[src/rtl/trail_ribbon_extruder_assert.svh]
// Assertion macros used by the trail ribbon extruder controller.
`ifndef TRAIL_RIBBON_EXTRUDER_ASSERT_SVH
`define TRAIL_RIBBON_EXTRUDER_ASSERT_SVH

// The consequent must hold in the same cycle as the antecedent.
`define TRE_ASSERT_SAME(name, ante, cons) \
   name: assert property (@(posedge clock) disable iff (reset) (ante) |-> (cons)) \
      else $error("trail ribbon extruder check failed");

// The consequent must hold in the cycle after the antecedent.
`define TRE_ASSERT_NEXT(name, ante, cons) \
   name: assert property (@(posedge clock) disable iff (reset) (ante) |=> (cons)) \
      else $error("trail ribbon extruder check failed");

`endif

[src/rtl/tre_pkg.sv]
// Types, constants and helper functions of the trail ribbon extruder.
package tre_pkg;

   localparam int MAX_POINTS = 1024;
   localparam logic [10:0] MIN_POINTS = 11'd5;
   localparam logic [10:0] SEG_MAX = 11'd2047;
   localparam logic [15:0] MAX_WIDTH_RESET = 16'd256;
   localparam logic [14:0] BLUE_BASE = 15'd24576;
   localparam logic CSR_IDX_MAX_WIDTH = 1'b0;

   localparam int PDIV_STEPS = 14;
   localparam int SQRT_STEPS = 32;
   localparam int QDIV_STEPS = 25;
   localparam logic [4:0] PDIV_LAST = 5'(PDIV_STEPS - 1);
   localparam logic [4:0] SQRT_LAST = 5'(SQRT_STEPS - 1);
   localparam logic [4:0] QDIV_LAST = 5'(QDIV_STEPS - 1);

   typedef struct packed {
      logic signed [31:0] pos_x;
      logic signed [31:0] pos_y;
      logic signed [31:0] pos_z;
      logic [15:0] age_fraction;
      logic [10:0] point_count;
      logic first_point;
   } req_payload_type;

   typedef struct packed {
      logic signed [31:0] vert_x;
      logic signed [31:0] vert_y;
      logic signed [31:0] vert_z;
      logic [14:0] red;
      logic [13:0] green;
      logic [14:0] blue;
      logic [14:0] alpha;
      logic side;
      logic last;
   } rsp_payload_type;

   typedef enum logic [3:0] {
      OP_NONE,
      OP_PDIV,
      OP_MUL_WA,
      OP_MUL_WP,
      OP_MUL_XX,
      OP_MUL_ZZ,
      OP_SQRT_INIT,
      OP_SQRT,
      OP_MUL_NX,
      OP_MUL_NZ,
      OP_QDIV_INIT,
      OP_QDIV,
      OP_FINISH
   } dp_op_type;

   typedef struct packed {
      logic capture;
      dp_op_type op;
      logic side;
   } dp_cmd_type;

   typedef struct packed {
      logic emit;
   } dp_status_type;

   // Clamps a 34-bit signed sum to the signed 32-bit range.
   function automatic logic [31:0] sat32(input logic signed [33:0] v);
      logic [31:0] r;
      if ((v[33] == v[32]) && (v[32] == v[31])) begin
         r = v[31:0];
      end else if (v[33]) begin
         r = 32'h8000_0000;
      end else begin
         r = 32'h7FFF_FFFF;
      end
      return r;
   endfunction

endpackage

[src/rtl/tre_ctrl.sv]
// Controller: sequences the datapath steps and the two output words of a segment.
`include "trail_ribbon_extruder_assert.svh"
module tre_ctrl import tre_pkg::*; (
   input logic clock,
   input logic reset,
   input logic req_valid,
   input logic rsp_ready,
   input dp_status_type status,
   output logic req_ready,
   output logic rsp_valid,
   output dp_cmd_type cmd
);

   typedef enum logic [3:0] {
      ST_IDLE, ST_PDIV, ST_MWA, ST_MWP, ST_MXX, ST_MZZ, ST_SINIT, ST_SQRT,
      ST_MNX, ST_MNZ, ST_QINIT, ST_QDIV, ST_FIN, ST_OUT0, ST_OUT1
   } state_type;

   state_type state_ff, state_in;
   logic [4:0] cnt_ff, cnt_in;
   logic req_ready_ff, req_ready_in;
   logic rsp_valid_ff, rsp_valid_in;
   logic accept;

   assign accept = req_valid && req_ready_ff;
   assign req_ready = req_ready_ff;
   assign rsp_valid = rsp_valid_ff;

   always_comb begin
      cmd.capture = accept;
      cmd.side = (state_ff == ST_OUT1);
      case (state_ff)
         ST_PDIV: cmd.op = OP_PDIV;
         ST_MWA: cmd.op = OP_MUL_WA;
         ST_MWP: cmd.op = OP_MUL_WP;
         ST_MXX: cmd.op = OP_MUL_XX;
         ST_MZZ: cmd.op = OP_MUL_ZZ;
         ST_SINIT: cmd.op = OP_SQRT_INIT;
         ST_SQRT: cmd.op = OP_SQRT;
         ST_MNX: cmd.op = OP_MUL_NX;
         ST_MNZ: cmd.op = OP_MUL_NZ;
         ST_QINIT: cmd.op = OP_QDIV_INIT;
         ST_QDIV: cmd.op = OP_QDIV;
         ST_FIN: cmd.op = OP_FINISH;
         default: cmd.op = OP_NONE;
      endcase
   end

   always_comb begin
      state_in = state_ff;
      cnt_in = cnt_ff;
      req_ready_in = req_ready_ff;
      rsp_valid_in = rsp_valid_ff;
      case (state_ff)
         ST_IDLE: begin
            // The input opens in the cycle after reset and stays open between segments.
            req_ready_in = 1'b1;
            if (accept && status.emit) begin
               state_in = ST_PDIV;
               req_ready_in = 1'b0;
               cnt_in = '0;
            end
         end
         ST_PDIV: begin
            cnt_in = cnt_ff + 5'd1;
            if (cnt_ff == PDIV_LAST) begin
               state_in = ST_MWA;
            end
         end
         ST_MWA: state_in = ST_MWP;
         ST_MWP: state_in = ST_MXX;
         ST_MXX: state_in = ST_MZZ;
         ST_MZZ: state_in = ST_SINIT;
         ST_SINIT: begin
            state_in = ST_SQRT;
            cnt_in = '0;
         end
         ST_SQRT: begin
            cnt_in = cnt_ff + 5'd1;
            if (cnt_ff == SQRT_LAST) begin
               state_in = ST_MNX;
            end
         end
         ST_MNX: state_in = ST_MNZ;
         ST_MNZ: state_in = ST_QINIT;
         ST_QINIT: begin
            state_in = ST_QDIV;
            cnt_in = '0;
         end
         ST_QDIV: begin
            cnt_in = cnt_ff + 5'd1;
            if (cnt_ff == QDIV_LAST) begin
               state_in = ST_FIN;
            end
         end
         ST_FIN: begin
            state_in = ST_OUT0;
            rsp_valid_in = 1'b1;
         end
         ST_OUT0: begin
            if (rsp_ready) begin
               state_in = ST_OUT1;
            end
         end
         ST_OUT1: begin
            if (rsp_ready) begin
               state_in = ST_IDLE;
               rsp_valid_in = 1'b0;
               req_ready_in = 1'b1;
            end
         end
         default: begin
            state_in = ST_IDLE;
            rsp_valid_in = 1'b0;
            req_ready_in = 1'b1;
         end
      endcase
   end

   always_ff @(posedge clock) begin
      if (reset) begin
         state_ff <= ST_IDLE;
         cnt_ff <= '0;
         req_ready_ff <= 1'b0;
         rsp_valid_ff <= 1'b0;
      end else begin
         state_ff <= state_in;
         cnt_ff <= cnt_in;
         req_ready_ff <= req_ready_in;
         rsp_valid_ff <= rsp_valid_in;
      end
   end

   `TRE_ASSERT_SAME(a_no_overlap, rsp_valid_ff, !req_ready_ff)
   `TRE_ASSERT_NEXT(a_pair_order, state_ff == ST_OUT0 && rsp_ready, state_ff == ST_OUT1 && rsp_valid_ff)
   `TRE_ASSERT_NEXT(a_skip_stays, accept && !status.emit, req_ready_ff && !rsp_valid_ff)
   `TRE_ASSERT_SAME(a_sqrt_bound, state_ff == ST_SQRT, cnt_ff <= SQRT_LAST)

endmodule
[config.mk]
export PLATFORM = sky130hd
export DESIGN_NAME = tre_ctrl
export DESIGN_NICKNAME = d
export VERILOG_FILES = /design/src/rtl/tre_pkg.sv /design/src/rtl/tre_ctrl.sv
export VERILOG_INCLUDE_DIRS = /design/src /design/src/rtl
export SDC_FILE = /design/constraint.sdc
export NUM_CORES = 1
export LEC_CHECK = 0
export BUFFER_PORTS_ARGS = -buffer_cell sky130_fd_sc_hd__buf_2
export CORE_MARGIN = 2
export CORE_UTILIZATION = 40
export CTS_CLUSTER_SIZE = 14
export DETAILED_ROUTE_END_ITERATION = 16
export SYNTH_ARGS = -nofsm -noshare
export SYNTH_HDL_FRONTEND = slang
export SYNTH_SLANG_ARGS = --single-unit
[constraint.sdc]
create_clock -name clock -period 2.41 [get_ports clock]
set_clock_uncertainty 0.1 [all_clocks]
set_input_delay 0.241 -clock clock [delete_from_list [all_inputs] [get_ports clock]]
set_output_delay 0.241 -clock clock [all_outputs]
set_load 0.1 [all_outputs]
# [Word level (Yosys, flattened, before mapping)]
# Memory sizes are Yosys's and may differ from the RTL's. A register that Yosys moved wholly into a read port is not among the register bits.
# Index checks and enable logic that the tools add are counted.
[classes] n_addsub=1 n_eq_ne=23 n_mux=16 bitwise_logic=2 reduce_logical=12
[op_table] operator="case mux 4 bit (15 select lines)" count=1
[op_table] operator="two-way mux 4 bit" count=8
[op_table] operator="== test 4 bit, second input constant" count=7
[op_table] operator="OR reduction 13 bit" count=2
[op_table] operator="== test 4 x 3 -> 1 bit, second input constant" count=4
[op_table] operator="case mux 5 bit (3 select lines)" count=1
[op_table] operator="!= test 2 bit, second input constant" count=6
[op_table] operator="== test 5 bit, second input constant" count=2
[op_table] operator="== test 4 x 2 -> 1 bit, second input constant" count=2
[op_table] operator="case mux 1 bit (3 select lines)" count=2
[op_table] operator="AND reduction 2 bit" count=3
[op_table] operator="AND reduction 6 bit" count=1
[op_table] operator="adder 5 x 1 -> 5 bit, second input constant" count=1
[op_table] operator="== test 5 x 4 -> 1 bit, second input constant" count=1
[op_table] operator="two-way mux 5 bit" count=1
[op_table] operator="== test 4 x 1 -> 1 bit, second input constant" count=1
[op_table] operator="zero test 4 bit" count=1
[op_table] operator="two-way mux 1 bit" count=3
[op_table] operator="nonzero test 3 bit" count=1
[op_table] operator="OR reduction 3 bit" count=1
[op_table] operator="logical AND 1 bit" count=2
[op_table] operator="NOT 1 bit" count=2
[op_table] operator="OR reduction 2 bit" count=1
[totals] regBits=11 rom_bits=64 inputBits=5 out_inout_bits=8 wordCells=59 n_memories=1
[memory_table] name="(name not given)" depth=16 word_bits=4 read_ports=1 rd_ports_with_merged_regs=1 wr=0 line_no="tre_ctrl.sv:32" text="case (state_ff)"

# [Logic depth before layout (Yosys ltp)]
# Gate-level depths: netlist (run 1).
[logic_depth] depth_word=6 mapped_depth=7 mapped_depth_nobuf=6

# [Least setup slack after synthesis (run 1)]
# OpenSTA, ideal clock, no wires.
[synth_timing] path_kind="register to output" start="reg state_ff[1]" end="out cmd[0] in the netlist's numbering" arrival_time_ns=2.144 required_time_ns=2.069 slack_ns=-0.075 stages_incl_launch_ff=5 n_path_buf=2 path_cell_list="dfxtp_1 > buf_6 > clkbuf_1 > nand3_1 > nor2_1"
[synth_lines] element="start, declared" line_no="tre_ctrl.sv:19" text="state_type state_ff, state_in;"
[synth_lines] element="start signal, assigned" line_no="tre_ctrl.sv:127" text="state_ff <= state_in;"
[synth_lines] element="end, declared" line_no="tre_ctrl.sv:11" text="output dp_cmd_type cmd"

==> qor.yml, run 1 <==
setup_tns_ns: 0
utilization_pct: 44.8
cell_area_synth_sq_um: 918
finalCriticalPeriod_ns: 2.19
setup-violations-final: 0
worst_r2r_startpoint: "state_ff[1]"
rows: 17
hold_path.class: "in2reg"
maximum_fanout_count_along_the_critical_path: 16
numClockSinks: 15
post_synth_edffs: 0
reg2reg_to: "cmd[4]"
cts.repair.resized: 0
synth.distinct_cells: 42
initial_utilization_pct: 41.9
worstSetupEndpoint: "cmd[0]"
timing_worst_setup_path_type: "reg2out"
via_per_inst: 5.40
share_clk_of_total_power_pct: 29.1
met3_wirelength_microns: 97
yosysWarnings: 0
root_buffer: "sky130_fd_sc_hd__clkbuf_4"
synth_largest_type_area_fraction_pct: 32.7
crit_path_launch_type: "flop"
ctsHoldBuffers: 0
grt_antenna_before_repair: 0
drive_above_1_share_pct: 21.6
drt-met1-wl_microns: 902
clockBufferDepth: 2
tritoncts_clock_tree: "done"
syn-instance-count: 103
cts-buffers-inserted: 3
final_max_slew_viol_count: 0
die_width_microns: 51.9
synth_top_cells_by_area: "sky130_fd_sc_hd__dfxtp_1, sky130_fd_sc_hd__ha_1, sky130_fd_sc_hd__buf_6"
die_area_sq_um: 2700
ys_ff_latch: 15
insertion_delay_ns: 0.29
postCtsSetupRepairBufs: 0
layout.cells.most_common: "sky130_fd_sc_hd__dfxtp_1"
relSlewSlack_pct: 62.8
layout.cells.non_filler: 139
synth_sequential_area_ratio_pct: 32.7
die_span_y_microns: 51.9
power.ir.vdd_worst_uv: 235
post_synth.cell_area_avg_sq_um: 8.92
design.portCount: 13
insertedDiodeCount: 0
reg2reg_setup_slack_ns: 0.50
worst-r2r-cell-count: 5
critical_path_arrival_ns: 1.85
dpl.cell_count: 135
grt_pass1_wl_mm: 3.03
power_density_nw_per_um2: 520
sw_frac_of_total_pct: 32.6
max_cap_viol_count: 0
htreeDepth: 1
synth_flop_cell: "sky130_fd_sc_hd__dfxtp_1"
globalRoute.totalOverflow: 0
met2WireLength_microns: 777
layout.nets: 121
grt_usage_pct: 15.2
place.port_buffers: 12
final_hold_viol_count: 0
route.vias.total: 750
outcome: "complete, no violations"
grt_pass1_vias: 709
power.sequential.fraction_pct: 52.3
final.period_utilization_pct: 90.8
total_switching_power_w: 0.000167
mostFrequentLayoutCells: "sky130_fd_sc_hd__dfxtp_1, sky130_fd_sc_hd__buf_2, sky130_fd_sc_hd__nor2_1"
drt-wirelength-per-cell_microns: 13.0
first_pass_iters: 4
pin_count_of_the_biggest_net_entering_global_routing: 17
drc: 0
drt_first_iter_violations: 20
worst_setup_hold_path_clk_slew_ns: 0.10
coreArea_sq_um: 2190
top_signal_layer_used: "met4"
required_time_of_the_critical_path_ns: 2.07
grt_setup_unrepaired: "false"
worst-slew-pin-transition_ns: 0.557
gp_congestion: 0.766
drt_wl_total_mm: 1.81
postSynthNetCount: 112
route.antenna.remaining_nets: 0
areaGrowthSynthToFinish_pct: 6.95
p_leak_nw: 0.421
endpoint_kind: "output pin"
share_of_synthesized_registers_carrying_an_async_set_or_reset_pct: 0
synth_largest_area_cell: "sky130_fd_sc_hd__dfxtp_1"
comb_power_share_pct: 18.5
hpwlAfterDp_mm: 1.23
power_report.internal_total_w: 0.000344
max_freq_mhz: 457
setup.worst_path.start: "state_ff[1]"
power groups by stage:
| stage | logic, W | clock network, W | registers [W] |
|---|---|---|---|
| 2_1_floorplan | 0.0000600 | 0 | 0.000292 |
| 3_3_place_gp | 0.0000948 | 0 | 0.000272 |
| 3_5_place_dp | 0.0000947 | 0 | 0.000273 |
| 4_1_cts | 0.0000949 | 0.000153 | 0.000267 |
| 5_1_grt | 0.000102 | 0.000162 | 0.000269 |
| 6_report | 0.0000946 | 0.000149 | 0.000267 |
kinds of logic after synthesis:
logic type / after synthesis / synth area share [%]
AND/OR/NAND/NOR: 36 / 22.1
AO/OA/AOI/OAI: 27 / 23.4
buffers and inverters: 16 / 10.4
flip-flops: 15 / 32.7
adder cells (fa/ha/maj): 4 / 5.45
multiplexers: 3 / 3.27
XOR/XNOR: 2 / 2.73
state kept, by name, summed over array words and instances (netlist names):
| signal | flops |
|---|---|
| cnt_ff | 5 |
| req_ready | 1 |
| state_ff | 4 |
| rsp_valid | 1 |
| cmd | 4 |
cell usage after synthesis, drive strengths merged, types with 2 or more instances:
library cell  number
clkbuf             3
nand4b             4
inv                7
or3                3
nor3               2
ha                 4
nor2               9
nand2              6
mux2i              3
a21oi              5
nand3              6
dfxtp             15
o211ai             2
buf                6
o22ai              2
o21ai              2
and2               2
a22oi              2
a31o               2
a31oi              2
a32oi              2
worst min-delay path by stage:
stage,endpoint,slack [ns],from,cells past startpoint
after floorplan,cnt_ff[3],0.38,cnt_ff[3],2
after global placement,cnt_ff[3],0.40,cnt_ff[3],2
after detailed placement,cnt_ff[3],0.42,cnt_ff[3],2
after CTS,state_ff[0],0.14,reset,2
after global routing,state_ff[0],0.15,reset,2
final,req_ready,0.15,reset,2
per-layer routing:
layer,vias to the layer above,track usage (%)
met1,337,20.1
li1,391,-
met4,0,7.89
met5,-,0
met3,4,3.45
met2,18,22.8
metrics by stage:
step	total power [W]	worst slack, ns	hold slack (ns)	instance area (sq um)
after floorplan	0.000352	0.376	0.380	921
after global placement	0.000367	0.546	0.403	955
after detailed placement	0.000367	0.510	0.416	955
after CTS	0.000515	0.212	0.138	982
after global routing	0.000533	0.126	0.147	982
final	0.000510	0.222	0.147	982
cell type report:
class	count	area [sq um]
Fill cell	221	1210
Timing Repair Buffer	13	67.6
Tap cell	28	35.0
Inverter	7	26.3
Multi-Input combinational cell	72	526
Clock inverter	1	5.00
Sequential cell	15	300
Clock buffer	3	22.5
critical path: stages, from the launching register on:
cell and delay, ns:
sky130_fd_sc_hd__dfxtp_1 0.69, sky130_fd_sc_hd__nand3_1 0.30, sky130_fd_sc_hd__nor2_2 0.13, sky130_fd_sc_hd__buf_2 0.43
(Power assumes the default switching activity.)
==> inputs of run 2 (changes only) <==
--- a/config.mk
+++ b/config.mk
@@ -7,6 +7,7 @@
 export NUM_CORES = 1
 export LEC_CHECK = 0
 export BUFFER_PORTS_ARGS = -buffer_cell sky130_fd_sc_hd__buf_2
+export CORE_ASPECT_RATIO = 1.1
 export CORE_MARGIN = 2
 export CORE_UTILIZATION = 40
 export CTS_CLUSTER_SIZE = 14
==> run 2 against run 1 <==
Effect of this change: global-route usage is 0.14 points lower; count of clock-buffer cells in the layout stayed put; sequential share of layout area is 0.078 points lower; die area hardly changed; non-clock buffer count stayed put; setup slack better by 0.025 ns; critical path type unchanged; largest power group unchanged; highest routed layer unchanged.
==> qor.yml, run 2 (synthesis results as in run 1) <==
globalRoute.totalOverflow: 0
largest_register_ff_count: 5
grt_antenna_before_repair: 0
first_pass_iters: 4
power_density_nw_per_um2: 515
layout.nets: 121
die_width_microns: 49.7
relSlewSlack_pct: 61.4
insertion_delay_ns: 0.29
grt_pass1_vias: 687
finalCriticalPeriod_ns: 2.16
crit_path_launch_type: "flop"
share_clk_of_total_power_pct: 28.6
setup_tns_ns: 0
drc: 0
grt_usage_pct: 15.0
final_hold_viol_count: 0
route.vias.total: 791
die_span_y_microns: 54.3
htreeDepth: 1
maximum_fanout_count_along_the_critical_path: 16
root_buffer: "sky130_fd_sc_hd__clkbuf_4"
worst_setup_hold_path_clk_slew_ns: 0.09
route.antenna.remaining_nets: 0
power.sequential.fraction_pct: 52.7
cts.repair.resized: 0
max_freq_mhz: 462
critical_path_arrival_ns: 1.82
hold_path.class: "in2reg"
worst-slew-pin-transition_ns: 0.578
grt_pass1_wl_mm: 2.99
drt_first_iter_violations: 16
timing_worst_setup_path_type: "reg2out"
drive_above_1_share_pct: 21.6
power.ir.vdd_worst_uv: 318
grt_setup_unrepaired: "false"
ctsHoldBuffers: 0
required_time_of_the_critical_path_ns: 2.07
via_per_inst: 5.61
initial_utilization_pct: 41.6
top_register: "cnt_ff"
pin_count_of_the_biggest_net_entering_global_routing: 17
cts-buffers-inserted: 3
areaGrowthSynthToFinish_pct: 7.22
clockBufferDepth: 2
outcome: "complete, no violations"
placement.setup.worst_slack_ns: 0.503
mostFrequentLayoutCells: "sky130_fd_sc_hd__dfxtp_1, sky130_fd_sc_hd__buf_2, sky130_fd_sc_hd__nor2_1"
power.total_w: 0.000507
post_dp_cell_area_sq_um: 957
reg2reg_setup_slack_ns: 0.50
power_report.internal_total_w: 0.000344
tritoncts_clock_tree: "done"
die_area_sq_um: 2700
rows: 18
design.portCount: 13
final.period_utilization_pct: 89.7
gp_congestion: 0.786
drt_wl_total_mm: 1.74
final_max_slew_viol_count: 0
insertedDiodeCount: 0
p_leak_nw: 0.421
post-route-worst-setup-slack_ns: 0.248
layout.cells.non_filler: 141
comb_power_share_pct: 18.7
layout.cells.most_common: "sky130_fd_sc_hd__dfxtp_1"
setup-violations-final: 0
postCtsSetupRepairBufs: 0
fin_area_sq_um: 985
coreArea_sq_um: 2210
dpl.cell_count: 137
place.port_buffers: 12
max_cap_viol_count: 0
sw_frac_of_total_pct: 32.2
endpoint_kind: "output pin"
total_switching_power_w: 0.000164
drt-wirelength-per-cell_microns: 12.4
numClockSinks: 15
hpwlAfterDp_mm: 1.26
==> run 2: cell type report <==
cell class	instances	area, sq um
Clock buffer	3	22.5
Clock inverter	1	5.00
Fill cell	238	1220
Inverter	7	26.3
Multi-Input combinational cell	72	526
Sequential cell	15	300
Tap cell	30	37.5
Timing Repair Buffer	13	67.6
==> run 2: critical path, cell delays in order, from the launching register on <==
cell	delay, ns
sky130_fd_sc_hd__dfxtp_1	0.69
sky130_fd_sc_hd__nand3_1	0.28
sky130_fd_sc_hd__nor2_2	0.13
sky130_fd_sc_hd__buf_2	0.43
==> run 2: path summary, 6_finish.rpt <==
check,from,depth (start not counted),end
hold reg to reg,cnt_ff[3],2,cnt_ff[3]
setup reg to reg,cnt_ff[0],7,cmd[4]
setup / recovery,state_ff[1],3,cmd[0]
hold / removal,reset,2,state_ff[0]
==> run 2: power by group through the flow <==
stage,Clock [W],Combinational (W),Sequential [W]
finish,0.000145,0.0000950,0.000267
global route,0.000167,0.000101,0.000270
CTS,0.000153,0.0000959,0.000267
detailed placement,0,0.0000957,0.000273
global placement,0,0.0000949,0.000272
floorplan,0,0.0000600,0.000292
==> run 2: per-layer routing <==
metal	wire length (microns)	track usage [%]
met3	45	3.28
met5	0	0
met2	870	25.8
met1	791	17.1
met4	36	10.2
==> run 2: per-stage QoR <==
stage	hold WS, ns	utilization (%)
3_3_place_gp	0.402	43.4
2_1_floorplan	0.380	-
4_1_cts	0.130	44.6
5_1_grt	0.146	44.6
3_5_place_dp	0.404	43.4
6_report	0.143	44.6
